`src/hdl/plist_pkg.sv`:
```
// Shared types and constants for the positional list engine.
package plist_pkg;

   localparam int DEF_CAPACITY = 64;
   localparam int VALUE_W      = 32;
   localparam int MODE_W       = 3;
   localparam int POS_W        = 7;
   localparam int STATUS_W     = 3;

   typedef enum logic [MODE_W-1:0] {
      MODE_INSERT = 3'd0,
      MODE_DELETE = 3'd1,
      MODE_SEARCH = 3'd2,
      MODE_READ   = 3'd3,
      MODE_CLEAR  = 3'd4
   } mode_type;

   typedef enum logic [STATUS_W-1:0] {
      STAT_OK       = 3'd0,
      STAT_FULL     = 3'd1,
      STAT_EMPTY    = 3'd2,
      STAT_BADPOS   = 3'd3,
      STAT_NOTFOUND = 3'd4
   } status_type;

   typedef enum logic [1:0] {
      S_IDLE,
      S_TREE,
      S_DONE
   } state_type;

   typedef struct packed {
      logic ins;
      logic del;
      logic search;
   } cell_cmd_type;

   typedef struct packed {
      logic                      hit;
      logic signed [VALUE_W-1:0] value;
   } node_type;

endpackage

```
`src/hdl/plist_merge.sv`:
```
// Registered node of the first-hit tree: the left child wins.
module plist_merge
   import plist_pkg::*;
#(
   parameter int IDX_W = 6
) (
   input  logic             clock,
   input  node_type         left_node,
   input  logic [IDX_W-1:0] left_idx,
   input  node_type         right_node,
   input  logic [IDX_W-1:0] right_idx,
   output node_type         out_node,
   output logic [IDX_W-1:0] out_idx
);

   node_type         node_ff;
   logic [IDX_W-1:0] idx_ff;

   always_ff @(posedge clock) begin
      node_ff <= left_node.hit ? left_node : right_node;
      idx_ff  <= left_node.hit ? left_idx : right_idx;
   end

   assign out_node = node_ff;
   assign out_idx  = idx_ff;

endmodule

```
`config.mk`:
```
export PLATFORM = sky130hd
export DESIGN_NAME = plist_merge
export DESIGN_NICKNAME = d
export VERILOG_FILES = /design/src/hdl/plist_pkg.sv /design/src/hdl/plist_merge.sv
export SDC_FILE = /design/constraint.sdc
export NUM_CORES = 1
export LEC_CHECK = 0
export ABC_AREA = 1
export BUFFER_PORTS_ARGS = -buffer_cell sky130_fd_sc_hd__buf_2
export CAP_MARGIN = 20
export CELL_PAD_IN_SITES_DETAIL_PLACEMENT = 0
export CELL_PAD_IN_SITES_GLOBAL_PLACEMENT = 2
export CORE_AREA = 5 5 93 95
export CTS_CLUSTER_SIZE = 8
export DETAILED_ROUTE_END_ITERATION = 8
export DIE_AREA = 0 0 98 100
export PLACE_DENSITY_LB_ADDON = 0.2
export SKIP_CTS_REPAIR_TIMING = 1
export SYNTH_ARGS = -nofsm -noshare
export SYNTH_HDL_FRONTEND = slang
export SYNTH_SLANG_ARGS = --single-unit
```
`constraint.sdc`:
```
create_clock -name clock -period 0.8 [get_ports clock]
set_input_delay 0.04 -clock clock [delete_from_list [all_inputs] [get_ports clock]]
set_output_delay 0.04 -clock clock [all_outputs]
set_load 0.05 [all_outputs]
```
==> results.toml <==
[run_status]
status = "complete, but fails checks"
failed_checks = "negative setup slack"

[die]
die_h_um = 100
design.die.area_mm2 = 0.00980
ios = 118
core_region_area_mm2 = 0.00765
fp.dieW_um = 98
rows = 32
initial_core_util_pct = 16.7

[detailed_routing]
top_layer = "met4"
wire_per_inst_um = 11.9
dr.first_iter.drc_count = 27
wl_met1_mm = 2.01
ant_nets = 0
vias = 1673
drt_pass1_iterations = 4
drt-total-wl_mm = 5.55
wl_met2_mm = 2.95
wl_met3_um = 501
avgViaCountPerCell = 3.59
drc = 0

[placed_design]
port_buffers = 117
hpwl_mm = 3.58
gp_congestion = 0.666
placed_cells = 381
placed_cell_area_mm2 = 0.00198

[logic_synthesis]
synth_cells = 163
syn_avg_cell_area_um2 = 7.83
ys_ff_latch = 39
ys_seq_area_share_pct = 61.2
netlist_area_mm2 = 0.00128
yosysUniqueCellTypes = 7
synth_fp_nets = 242
ys_warn_count = 0

[critical_path]
worstPathMaxFanout = 1
crit_buf_inv = 1
max_stage_delay_ns = 0.35
path_cells = "buf_8"
crit_family = "flip-flops"
start_kind = "flop"
slowest_stage = "dfxtp_2"
path_class = "reg2out"
cp.arrival_ns = 0.78
required_ns = 0.76
end_kind = "primary output"

[timing]
fin_crit_sh_pct = 103
fin_ws_ns = -0.0222
setup_viol = 21
setup_tns_ns = -0.118
tightestPinTransition_ns = 0.174
hold_viol = 0
post-route-min-period_ns = 0.822
rsz0062_at_grt = "true"
slew_headroom_pct = 88.4
fmax_mhz = 1220
maxSlewViolCount = 0

[finish]
final_nets = 442
fin_area_mm2 = 0.00328
final_cells = 466
drive_gt1_share_pct = 47.5
n_fill_cell = 747
num_antenna_cells = 0
area_growth_pct = 157

[power_and_ir_drop]
vdd_drop_max_mv = 0.910
finalPower_mw = 5.65
power.density_mw_per_mm2 = 1720
p_leak_nw = 1.67

[clocking]
clk_path_buf_depth = 2
clock_sinks = 39
htreeDepth = 2
root_buffer = "clkbuf_8"
cts_tree = "done"
clk_pin_slew_worst_paths_ns = 0.08
cts-buffers-inserted = 5

[global_route]
grt_max_degree = 17
grt_pass1_wl_mm = 6.79
overflow = 0
antenna_found_initial = 0
first_global_vias = 1385
track_usage_pct = 8.87

[run]
drv_cap = 0

[worst_hold_path]
hold_path_class = "in2reg"
## layer usage
metal	global-route usage [%]	vias to the layer above
met4	2.88	0
met2	14.9	73
met1	9.42	714
li1	-	880
met5	0	-
met3	5.07	6
## cell usage after synthesis
master,count,area [um^2]
buf_6,2,22.5
dfxtp_1,39,781
nand2_1,114,428
inv_2,1,3.75
buf_2,4,20.0
or2_2,1,6.26
buf_4,2,15.0
## state kept, by name, summed over array words and instances (netlist names)
signal	flops
out_idx	6
out_node	33
## path summary, 6_finish.rpt
kind,start,endpoint,slack (ns),cells after the start
setup / recovery,out_node[20],out_node[20],-0.02,1
hold / removal,left_node[32],out_node[6],0.04,3
## cells in the final DEF (no fill, tap or decap), drive strengths merged
| cell | n |
|---|---|
| nand2 | 114 |
| or2 | 1 |
| clkbuf | 6 |
| dlygate4sd3 | 77 |
| buf | 124 |
| inv | 1 |
| dfxtp | 39 |
| bufinv | 1 |
| clkinv | 1 |
## through the flow
stage	worst slack, ns	utilization (%)	hold slack [ns]
floorplan	0.173	-	0.143
global placement	0.118	25.9	0.229
detailed placement	0.0899	25.9	0.229
CTS	-0.143	27.5	-0.0854
global route	-0.0513	42.9	0.0505
finish	-0.0222	42.9	0.0433
## logic make-up (layout without fill, tap and decap cells)
logic type    Yosys count  count (layout)  synth area share (%)
simple gates          115             115                  34.0
flops                  39              39                  61.2
buf+inv                 9             210                  4.80
## final cells by class
cell class              count  area (um^2)  share of cell area (%)
repair buffers            201         1770                    53.9
inverters                   1         3.75                   0.114
clock buffers               6         82.6                    2.52
flip-flops and latches     39          830                    25.3
well taps                 102          128                    3.89
clock inverters             2         35.0                    1.07
multi-input cells         115          434                    13.2
## where the power goes
| part | switching [mW] | internal (mW) | leakage (nW) | total, mW |
|---|---|---|---|---|
| Combinational | 0.870 | 0.849 | 1.28 | 1.72 |
| Sequential | 0.0924 | 2.13 | 0.331 | 2.22 |
| Clock | 0.693 | 1.01 | 0.0612 | 1.70 |
| Total | 1.66 | 3.99 | 1.67 | 5.65 |
(Power assumes the default switching activity.)
