==> src/hdl/plist_pkg.sv <==
// Shared types and constants for the positional list engine.
package plist_pkg;

   localparam int DEF_CAPACITY = 64;
   localparam int VALUE_W      = 32;
   localparam int MODE_W       = 3;
   localparam int POS_W        = 7;
   localparam int STATUS_W     = 3;

   typedef enum logic [MODE_W-1:0] {
      MODE_INSERT = 3'd0,
      MODE_DELETE = 3'd1,
      MODE_SEARCH = 3'd2,
      MODE_READ   = 3'd3,
      MODE_CLEAR  = 3'd4
   } mode_type;

   typedef enum logic [STATUS_W-1:0] {
      STAT_OK       = 3'd0,
      STAT_FULL     = 3'd1,
      STAT_EMPTY    = 3'd2,
      STAT_BADPOS   = 3'd3,
      STAT_NOTFOUND = 3'd4
   } status_type;

   typedef enum logic [1:0] {
      S_IDLE,
      S_TREE,
      S_DONE
   } state_type;

   typedef struct packed {
      logic ins;
      logic del;
      logic search;
   } cell_cmd_type;

   typedef struct packed {
      logic                      hit;
      logic signed [VALUE_W-1:0] value;
   } node_type;

endpackage

==> src/hdl/plist_cell.sv <==
// One list entry: shifts with its neighbors and flags a search or read hit.
module plist_cell
   import plist_pkg::*;
#(
   parameter int IDX   = 0,
   parameter int IDX_W = 6,
   parameter int CNT_W = 7
) (
   input  logic                      clock,
   input  cell_cmd_type              cmd,
   input  logic [IDX_W-1:0]          k,
   input  logic [CNT_W-1:0]          fill,
   input  logic signed [VALUE_W-1:0] key,
   input  logic signed [VALUE_W-1:0] new_value,
   input  logic signed [VALUE_W-1:0] left_value,
   input  logic signed [VALUE_W-1:0] right_value,
   output logic signed [VALUE_W-1:0] entry,
   output logic                      hit
);

   localparam logic [IDX_W-1:0] MY_IDX = IDX_W'(IDX);
   localparam logic [CNT_W-1:0] MY_CNT = CNT_W'(IDX);

   logic signed [VALUE_W-1:0] entry_ff;
   logic signed [VALUE_W-1:0] entry_in;
   logic                      live;

   always_comb begin
      entry_in = entry_ff;
      if (cmd.ins) begin
         if (MY_IDX == k) begin
            entry_in = new_value;
         end else if (MY_IDX > k) begin
            entry_in = left_value;
         end
      end else if (cmd.del) begin
         if (MY_IDX >= k) begin
            entry_in = right_value;
         end
      end
   end

   always_ff @(posedge clock) begin
      entry_ff <= entry_in;
   end

   assign live  = MY_CNT < fill;
   assign hit   = live && (cmd.search ? (entry_ff == key) : (MY_IDX == k));
   assign entry = entry_ff;

endmodule

==> config.mk <==
export PLATFORM = sky130hd
export DESIGN_NAME = plist_cell
export DESIGN_NICKNAME = d
export VERILOG_FILES = /design/src/hdl/plist_pkg.sv /design/src/hdl/plist_cell.sv
export SDC_FILE = /design/constraint.sdc
export NUM_CORES = 1
export LEC_CHECK = 0
export BUFFER_PORTS_ARGS = -buffer_cell sky130_fd_sc_hd__buf_2
export CAP_MARGIN = 15
export CORE_MARGIN = 2
export CORE_UTILIZATION = 30
export CTS_BUF_LIST = sky130_fd_sc_hd__clkbuf_4 sky130_fd_sc_hd__clkbuf_8
export DETAILED_ROUTE_END_ITERATION = 12
export PLACE_DENSITY = 0.72
export SYNTH_ARGS = -nofsm -noshare
export SYNTH_HDL_FRONTEND = slang
export SYNTH_SLANG_ARGS = --single-unit
==> constraint.sdc <==
create_clock -name clock -period 6.2 [get_ports clock]
set_clock_uncertainty 0.2 [all_clocks]
set_input_delay 0.31 -clock clock [delete_from_list [all_inputs] [get_ports clock]]
set_output_delay 0.31 -clock clock [all_outputs]
set_load 0.02 [all_outputs]
==> Implementation_results.wiki <==
{| class="wikitable"
! Metric !! Value
|-
| Total wire length after detailed routing || 5.93 mm
|-
| Final setup violation count || 0
|-
| Final instance area || 0.00308 mm^2
|-
| Post-CTS Setup Bufs || 0
|-
| Floorplan Core Area || 0.00668 mm^2
|-
| Setup repair after global routing missed its margin || false
|-
| Clock transition at path regs || approximately 0.060 ns
|-
| Sink count of the clock tree || 32
|-
| Final critical-path share of the clock period || 39.5%
|-
| Count of max-cap constraint violations || 0
|-
| Number of H-tree levels || 2
|-
| Hold buffer count at CTS || 0
|-
| Netlist area before placement || approximately 0.0020 mm^2
|-
| Drt initial violations || 67
|-
| Number of buffers between clock root and the deepest sink || 2
|-
| Gates resized, CTS repair || 0
|-
| Clock tree from TritonCTS || done
|-
| Placer congestion estimate || 0.767
|-
| Via density per instance || 4.53
|-
| Critical hold path startpoint || right_value[11]
|-
| Instance count of the mapped netlist || 190
|-
| Fraction of the core area covered by cells at the end of the flow || between 40 and 50%
|-
| Initial core utilization || 30.7%
|-
| Worst hold slack after final layout || 0.151 ns
|-
| Fill cells || approximately 680
|-
| Standard-cell rows || 30
|-
| Die Span Y || 86.6 um
|-
| Kind of end point of the critical path || output port
|-
| Via count of the first global-routing pass || slightly below 2,000
|-
| Count of placed standard cells in the final layout, fillers left out || 447
|-
| Crit path from || entry[18]
|-
| Total of flip-flops plus latches after synthesis || 32
|-
| Ratio of cells with drive above 1 in the final layout || 52.3%
|-
| WL per Instance || between 10 and 15 um
|-
| Required time worst endpoint || 5.69 ns
|-
| Share of the yosys chip area belonging to registers || between 40% and 50%
|-
| Num CTS Buffers || 5
|-
| Total global routing track utilization || between 10% and 20%
|-
| Actual slew at the worst max-slew pin || 0.912 ns
|-
| Launching element type of the critical path || flop
|-
| DR DRC count || 0
|-
| Average footprint of a synthesized cell || 10.8 um^2
|-
| Final hold violations || 0
|-
| Placed cell area || 0.00300 mm^2
|-
| Net count, final || 511
|-
| Worst rel slew slack || between 30 and 40%
|-
| Areal power density over the cells || 159 mW/mm^2
|-
| Path category of the worst min-delay check || in2reg
|-
| Detailed-placement wirelength estimate || between 4 and 5 mm
|-
| Area used by multi-input combinational logic || 0.00103 mm^2
|-
| Unique masters post-synth || 17
|-
| Maximum clock rate || slightly above 0.4 GHz
|-
| Maximum ir drop on the vdd rail || roughly 77 uV
|-
| Number of buffers added on ports || 177
|-
| Drt pass-1 iters || 4
|-
| Aggregate negative setup slack || 0 ns
|-
| Antenna cells || 0
|-
| I/O Pins || 178
|-
| Post-layout min period || around 2.4 ns
|-
| Overall die width || 86.6 um
|-
| Peak fanout along the critical path || 2
|-
| Area occupied by registers || just under 0.001 mm^2
|-
| Run status || finished clean
|-
| P_leak || 1.58 nW
|-
| Number of warnings printed during yosys synthesis || 0
|-
| Largest net degree at the start of global routing || 66
|-
| Total number of vias || between 2,000 and 2,500
|-
| Die area || 0.00750 mm^2
|-
| Root Buffer Master || sky130_fd_sc_hd__clkbuf_8
|-
| Number of cells after detailed placement || 439
|-
| Count of nets left with antenna violations after detail routing || 0
|-
| Area added between synthesis and finish || 50.3%
|-
| Number of flip-flops under the largest register name || 32
|-
| Post-synth net total || between 300 and 400
|-
| First-pass GRT wire length || 8.82 mm
|-
| Critical path capture point || hit
|-
| Data arrival time of the worst path || 1.94 ns
|-
| Kind of critical path || reg2out
|-
| Congestion Overflow GR || 0
|-
| Antenna violations before repair || 0
|-
| Final slew viol count || 0
|}
[through the flow]
step           total power, mW  worst slack (ns)
3_5_place_dp             0.346              3.80
3_3_place_gp             0.343              3.88
5_1_grt                  0.518              3.55
4_1_cts                  0.499              3.62
2_1_floorplan            0.289              3.25
6_report                 0.491              3.75
[report_power, final]
| group | internal [mW] | switching [mW] |
|---|---|---|
| Combinational | 0.0547 | 0.0419 |
| Sequential | 0.242 | 0.00134 |
| Clock | 0.0761 | 0.0747 |
| Total | 0.373 | 0.118 |
[cells in the mapped netlist]
library cell / number / area, um^2
sky130_fd_sc_hd__nor2_1: 35 / 131
sky130_fd_sc_hd__a21oi_1: 32 / 160
sky130_fd_sc_hd__edfxtp_1: 32 / 961
sky130_fd_sc_hd__mux2i_1: 32 / 320
sky130_fd_sc_hd__xnor2_1: 30 / 263
sky130_fd_sc_hd__clkbuf_1: 7 / 26.3
sky130_fd_sc_hd__nand4_1: 7 / 43.8
sky130_fd_sc_hd__buf_6: 3 / 33.8
sky130_fd_sc_hd__nand3_1: 2 / 10.0
sky130_fd_sc_hd__nor4_1: 2 / 12.5
sky130_fd_sc_hd__xor2_1: 2 / 17.5
sky130_fd_sc_hd__nand2_2: 1 / 6.26
sky130_fd_sc_hd__nor3_1: 1 / 5.00
sky130_fd_sc_hd__nor4_2: 1 / 12.5
sky130_fd_sc_hd__nor4_4: 1 / 21.3
sky130_fd_sc_hd__o31ai_2: 1 / 12.5
sky130_fd_sc_hd__or4_4: 1 / 11.3
[final cells by class]
class,instances,share of cell area [%]
clock buffer,5,2.23
clock inverter,3,0.447
timing repair buffer,179,29.3
sequential,32,31.2
multi-input combinational,148,33.6
tap,80,3.25
[routing by layer]
metal	GRT usage, %	routed length [um]	vias to the layer above
met3	4.57	557	5
met4	3.84	57	0
met5	0	0	-
met2	28.0	3000	103
met1	17.4	2320	871
li1	-	-	1045
[worst max-delay path, stage by stage (launching register included)]
cell and delay, ns:
sky130_fd_sc_hd__edfxtp_1 0.42, sky130_fd_sc_hd__xnor2_1 0.21, sky130_fd_sc_hd__nand4_1 0.17, sky130_fd_sc_hd__nor4_1 0.39, sky130_fd_sc_hd__nand3_1 0.18, sky130_fd_sc_hd__o31ai_2 0.09
sky130_fd_sc_hd__buf_2 0.20
[cell families (layout without fill, tap and decap cells)]
kind of cell           count (synthesis)  in the layout  synth area share, %
AND/OR/NAND/NOR                       51             51                 12.4
AO/OA/AOI/OAI                         33             33                 8.43
XOR/XNOR                              32             32                 13.7
multiplexers                          32             32                 15.6
flip-flops                            32             32                 46.9
buffers and inverters                 10            187                 2.93
[worst min-delay path by stage]
| stage | slack [ns] | to | cells after the start |
|---|---|---|---|
| 2_1_floorplan | 0.34 | entry[0] | 2 |
| 3_3_place_gp | 0.43 | entry[14] | 3 |
| 3_5_place_dp | 0.44 | entry[20] | 3 |
| 4_1_cts | 0.14 | entry[11] | 3 |
| 5_1_grt | 0.15 | entry[20] | 3 |
| 6_report | 0.15 | entry[11] | 3 |
[layout by cell type, fill, tap and decap left out]
master                     Yosys  routed
sky130_fd_sc_hd__clkinv_1      0       1
sky130_fd_sc_hd__a21oi_1      32      32
sky130_fd_sc_hd__buf_2         0     177
sky130_fd_sc_hd__or4_4         1       1
sky130_fd_sc_hd__nor4_2        1       1
sky130_fd_sc_hd__nand3_1       2       2
sky130_fd_sc_hd__clkinv_2      0       2
sky130_fd_sc_hd__xor2_1        2       2
sky130_fd_sc_hd__nor3_1        1       1
sky130_fd_sc_hd__buf_4         0       2
sky130_fd_sc_hd__clkbuf_8      0       5
sky130_fd_sc_hd__o31ai_2       1       1
sky130_fd_sc_hd__nor2_1       35      34
sky130_fd_sc_hd__xnor2_1      30      30
sky130_fd_sc_hd__nor4_1        2       2
sky130_fd_sc_hd__nor2_4        0       1
sky130_fd_sc_hd__edfxtp_1     32      32
sky130_fd_sc_hd__mux2i_1      32      32
sky130_fd_sc_hd__nand4_1       7       7
sky130_fd_sc_hd__nor4_4        1       1
sky130_fd_sc_hd__nand2_2       1       1
Power figures use the tool's default switching activity.
